### src/rtl/core/selr_pkg.sv
// Package for the sequenced event log ring: command and result types,
// mode and kind codes, default sizes. No dependencies.
package selr_pkg;

    localparam int CAPACITY_DEF     = 32;
    localparam int MAX_HOPS_DEF     = 8;
    localparam int DEDUPE_DEPTH_DEF = 64;
    localparam int OUT_LIMIT        = 32;

    typedef enum logic [1:0] {
        MODE_APPEND   = 2'd0,
        MODE_LATEST   = 2'd1,
        MODE_LIST     = 2'd2,
        MODE_RECEIPTS = 2'd3
    } mode_t;

    localparam logic [2:0] KIND_ACK    = 3'd0;
    localparam logic [2:0] KIND_LATEST = 3'd1;
    localparam logic [2:0] KIND_RECORD = 3'd2;
    localparam logic [2:0] KIND_RCPT   = 3'd3;
    localparam logic [2:0] KIND_DONE   = 3'd4;

    // classified request as queued between front and back
    typedef struct packed {
        mode_t       mode;
        logic [31:0] msg;
        logic [31:0] rcpt;
        logic [3:0]  hops;     // already clamped
        logic [31:0] payload;
        logic [31:0] since;
        logic [5:0]  limit;    // already clamped to OUT_LIMIT
    } cmd_t;

    typedef struct packed {
        logic [2:0]  kind;
        logic [31:0] seq_num;
        logic [31:0] msg;
        logic [31:0] rcpt;
        logic [3:0]  hops;
        logic [31:0] payload;
        logic [5:0]  written;
        logic [6:0]  unique_total;
        logic        last;
    } res_t;

endpackage

### src/rtl/core/selr_front.sv
// Front end: takes input requests, clamps hops and max count, and queues
// them in a two-entry buffer for the back end. Uses selr_pkg.
module selr_front
    import selr_pkg::*;
#(
    parameter int MAX_HOPS = MAX_HOPS_DEF
)
(
    input  logic         clk,
    input  logic         rst_n,
    input  logic         s_axis_tvalid,
    output logic         s_axis_tready,
    input  logic [143:0] s_axis_tdata,
    input  logic [1:0]   s_axis_tuser,
    output logic         cmd_valid,
    input  logic         cmd_ready,
    output cmd_t         cmd
);

    cmd_t       q_reg [2];
    logic [1:0] cnt_reg, cnt_next;
    logic       head_reg, head_next;
    logic       push, pop;
    cmd_t       in_cmd;
    logic [7:0] hop_in;
    logic [5:0] lim_in;

    always_comb
    begin
        hop_in          = s_axis_tdata[71:64];
        lim_in          = s_axis_tdata[141:136];
        in_cmd.mode     = mode_t'(s_axis_tuser);
        in_cmd.msg      = s_axis_tdata[31:0];
        in_cmd.rcpt     = s_axis_tdata[63:32];
        in_cmd.hops     = (hop_in > 8'(MAX_HOPS)) ? 4'(MAX_HOPS) : hop_in[3:0];
        in_cmd.payload  = s_axis_tdata[103:72];
        in_cmd.since    = s_axis_tdata[135:104];
        in_cmd.limit    = (lim_in > 6'(OUT_LIMIT)) ? 6'(OUT_LIMIT) : lim_in;
    end

    assign s_axis_tready = (cnt_reg != 2'd2);
    assign cmd_valid     = (cnt_reg != 2'd0);
    assign cmd           = q_reg[head_reg];
    assign push          = s_axis_tvalid && s_axis_tready;
    assign pop           = cmd_valid && cmd_ready;

    always_comb
    begin
        cnt_next  = cnt_reg + 2'(push) - 2'(pop);
        head_next = pop ? ~head_reg : head_reg;
    end

    always_ff @(posedge clk or negedge rst_n)
    begin
        if (!rst_n)
        begin
            cnt_reg  <= 2'd0;
            head_reg <= 1'b0;
        end
        else
        begin
            cnt_reg  <= cnt_next;
            head_reg <= head_next;
        end
    end

    always_ff @(posedge clk)
    begin
        if (push)
        begin
            q_reg[head_reg ^ cnt_reg[0]] <= in_cmd;
        end
    end

endmodule

### config.mk
export PLATFORM = sky130hd
export DESIGN_NAME = selr_front
export DESIGN_NICKNAME = d
export VERILOG_FILES = /design/src/rtl/core/selr_pkg.sv /design/src/rtl/core/selr_front.sv
export SDC_FILE = /design/constraint.sdc
export NUM_CORES = 1
export LEC_CHECK = 0
export ABC_AREA = 1
export CAP_MARGIN = 10
export CORE_MARGIN = 3
export CORE_UTILIZATION = 35
export CTS_CLUSTER_SIZE = 12
export DETAILED_ROUTE_END_ITERATION = 10
export DONT_BUFFER_PORTS = 1
export PLACE_DENSITY = 0.48
export SETUP_SLACK_MARGIN = 0.5
export SKIP_CTS_REPAIR_TIMING = 1
export SLEW_MARGIN = 30
export SYNTH_ARGS = -nofsm -noshare
export SYNTH_HDL_FRONTEND = slang
export SYNTH_SLANG_ARGS = --single-unit
### constraint.sdc
create_clock -name clk -period 14.8 [get_ports clk]
set_clock_uncertainty 0.05 [all_clocks]
set_input_delay 0.74 -clock clk [delete_from_list [all_inputs] [get_ports clk]]
set_output_delay 0.74 -clock clk [all_outputs]
set_load 0.01 [all_outputs]
[Yosys cells after proc, flatten, opt, wreduce, memory -nomap -nowiden]
Memories as Yosys holds them, arrays and structs flattened.
Index checks and enable logic that the tools add are counted.
Word-level totals
  register bits: 3
  output and inout bits: 142
  memories kept: 1
  RAM bits: 280
  word-level logic and storage cells: 17
Operators by class
  $add $sub $neg: 2
  equality and inequality tests: 1
  magnitude comparators: 2
  reductions and logical operators: 3
  muxes and demuxes: 4
  bitwise gates (word level): 2
Memories
  q_reg: words 2, bits a word 140, rd ports 1, clocked after memory_dff 0, wr ports 1, line selr_front.sv:20  | cmd_t q_reg [2];
Operators by type and width (number)
  $gt A8 B4 Y1 const B: 1
  $gt A6 B6 Y1 const B: 1
  $mux W6: 1
  $mux W4: 1
  $add A2 B1 Y2: 1
  $logic_and A1 B1 Y1: 2
  $mux W1: 2
  $ne A2 B2 Y1 const B: 1
  $reduce_bool A2 Y1: 1
  $sub A2 B1 Y2: 1
  $not A1 Y1: 1
  $xor A1 B1 Y1: 1

[Logic depth before layout (Yosys ltp)]
  word-level depth: 4
  depth in mapped cells: 10
  depth with buffers taken out: 10

[Worst setup path after synthesis]
No wires, ideal clock.
  path type: input-to-reg
  start point: input port s_axis_tvalid
  end point: memory q_reg[0][0] (netlist bit) (enable)
  buffers on the path: 0
  required time: 14093 ps
  setup time: 657 ps
  slack: 7081 ps
  cell stages on the path: 2
  arrival time: 7011 ps
  path through: nand2_1 -> nor2b_1
On the way
  longest elaborated chain between the ends: 3
RTL lines
  from (decl): line selr_front.sv:11  | input logic s_axis_tvalid,
  $logic_and A1 B1 Y1: line selr_front.sv:44  | assign push = s_axis_tvalid && s_axis_tready;
  $mux W1: line selr_front.sv:69  | if (push)
  $mux W1 (not written as such): line selr_front.sv:71  | q_reg[head_reg ^ cnt_reg[0]] <= in_cmd;
  to (decl): line selr_front.sv:20
Every way passes these cells.

==> flow_summary.ini <==
[clock_network]
cts_made_buffers = 30
root_buffer = clkbuf_16
path_clk_slew_ns = 0.06
tritoncts = built
clk_latency_ns = 0.54
clock_sinks = 283
clock_tree.buffer_depth = 3
htreeDepth = 1

[logic_synthesis]
yosys_warnings = 0
synth_top_area_share_pct = 80.0
syn_avg_cell_area_um2 = 13.4
async_flop_share_pct = 1.06
synth_cell_types = 17
synth-main-ff-cell = edfxtp_1
synth.most_common_cell = nand2_1
yosysTopAreaCell = edfxtp_1
synth_nets = 934
synth_edf_count = 280
synth_common_cells = nand2_1 (427), edfxtp_1 (280), buf_2 (19), inv_1 (15)
yosysSeqAreaShare_pct = 80.7
syn-cell-area_um2 = 10500
synthCells = 782
ys_ff_latch = 283
netlist_top_cells_area = edfxtp_1 (80%), nand2_1 (15%), buf_6 (1.1%)

[routing]
drc_errors = 0
routed_via_density = 4.50
via_count = 5364
initialDrtViolationCount = 320
wl_um = 21600
wl_per_cell_um = 18.2
antenna_left = 0
firstDrtPassIters = 4

[placed_design]
place_congestion = 0.666
port_buffers = 0
place_hpwl_um = 13000

[grt]
grt_use_met1_pct = 13.9
grt_antenna_before_repair = 0
use_met3_pct = 7.75
gr-total-overflow = 0
grtUsageMet2_pct = 20.3
grt_pass1_wl_um = 30800
gr-max-usage-layer = met2
grt_max_degree = 141
grt_pass1_vias = 5113
grt_use_total_pct = 12.5

[timing]
whs_ns = 0.240
hold_viol_final = 0
tns_ns = 0
setup_viol = 0
worst_pin_slew_ns = 0.886
rsz0062_at_grt = false
slew_viol_final = 0
relSlewSlack_pct = 40.9
period_share_pct = 30.7
timing.fmax_ghz = 0.220
period_needed_ns = 4.55

[setup_path]
required_ns = 14.01
endpoint_kind = output port
critPathKind = register to output port
ff2ff_path_depth = 6
cp_max_fo = 76
arrival_ns = 3.76
worst_setup_path_start_kind = register

[layout]
drive_gt1_share_pct = 5.82
syn_to_final_growth_pct = 12.1
largest_reg_flops = 280
n_antenna_cell = 0
fin_util_pct = 40.4
nets = 942

[power_and_ir_drop]
leakage_nw = 4.52
ir_drop_mv = 0.140
p_per_area_nw_per_um2 = 232

[min_path]
hp-class = input port to register
holdPathStages = 0

[floorplan]
die_h_um = 179
die_w_um = 179
ios = 292
die-area_um2 = 32200
core-area_um2 = 29200
rows = 62
start_util_pct = 36.1

[outcome]
status = finished, final reports clean

[flow_run]
maxCapViolations = 0
[area by class of cell]
class | instances | area, um^2
inverters | 16 | 62.6
flip-flops and latches | 283 | 8490
well taps | 384 | 480
clock buffers | 38 | 802
repair buffers | 8 | 115
multi-input cells | 451 | 1760
clock inverters | 12 | 81.3
fillers | 2687 | 17400
[final timing paths]
check	start	to	slack (ns)
min in group asynchronous	rst_n	head_reg	0.41
worst min register to register	cnt_reg[0]	cnt_reg[0]	0.50
max in group asynchronous	rst_n	head_reg	14.10
worst max-delay path	head_reg	cmd[29]	10.25
worst min-delay path	s_axis_tdata[105]	q_reg[0][7]	0.24
worst max register to register	head_reg	q_reg[1][56]	11.02
[report_power, final]
part	switching, mW	internal (mW)
Clock	0.281	0.394
Sequential	0.0852	1.22
Combinational	0.604	0.150
[worst max-delay path: stages, from the launching register on]
cell and delay (ns):
dfrtp_4 0.98, buf_4 0.79, inv_4 0.49, buf_4 0.53, nand2_1 0.16, nand2_1 0.15
[logic make-up after synthesis]
family | count (synthesis) | synth area share, %
simple gates | 441 | 15.8
flops | 283 | 80.7
buf+inv | 48 | 2.75
compound gates | 4 | 0.190
xor+xnor | 4 | 0.333
fa+ha+maj | 2 | 0.238
[metal layers]
| metal | share of wire [%] | vias to the layer above |
|---|---|---|
| met3 | 15 | 33 |
| met5 | 0 | - |
| met4 | 2.1 | 0 |
| met2 | 47 | 205 |
| met1 | 35 | 2491 |
| li1 | - | 2635 |
[per-stage QoR]
step / setup WS, ns / cells / area, um^2 / power (mW)
after floorplan: 7.08 / 782 / 10500 / 1.95
final: 10.25 / 1192 / 11800 / 2.73
after global placement: 10.28 / 1139 / 10800 / 2.09
after detailed placement: 10.63 / 1141 / 10900 / 2.11
after global routing: 9.88 / 1192 / 11800 / 2.92
after CTS: 10.04 / 1191 / 11800 / 2.80
[layout by cell type (no fill, tap or decap), drive strengths merged, types with 2 or more instances in the layout]
master,instances
a21oi,4
buf,7
clkbuf,38
clkinv,9
clkinvlp,2
dfrtp,3
edfxtp,280
ha,2
inv,16
nand2,427
nand4,2
nor2,10
xnor2,2
xor2,2
(Power assumes the default switching activity.)
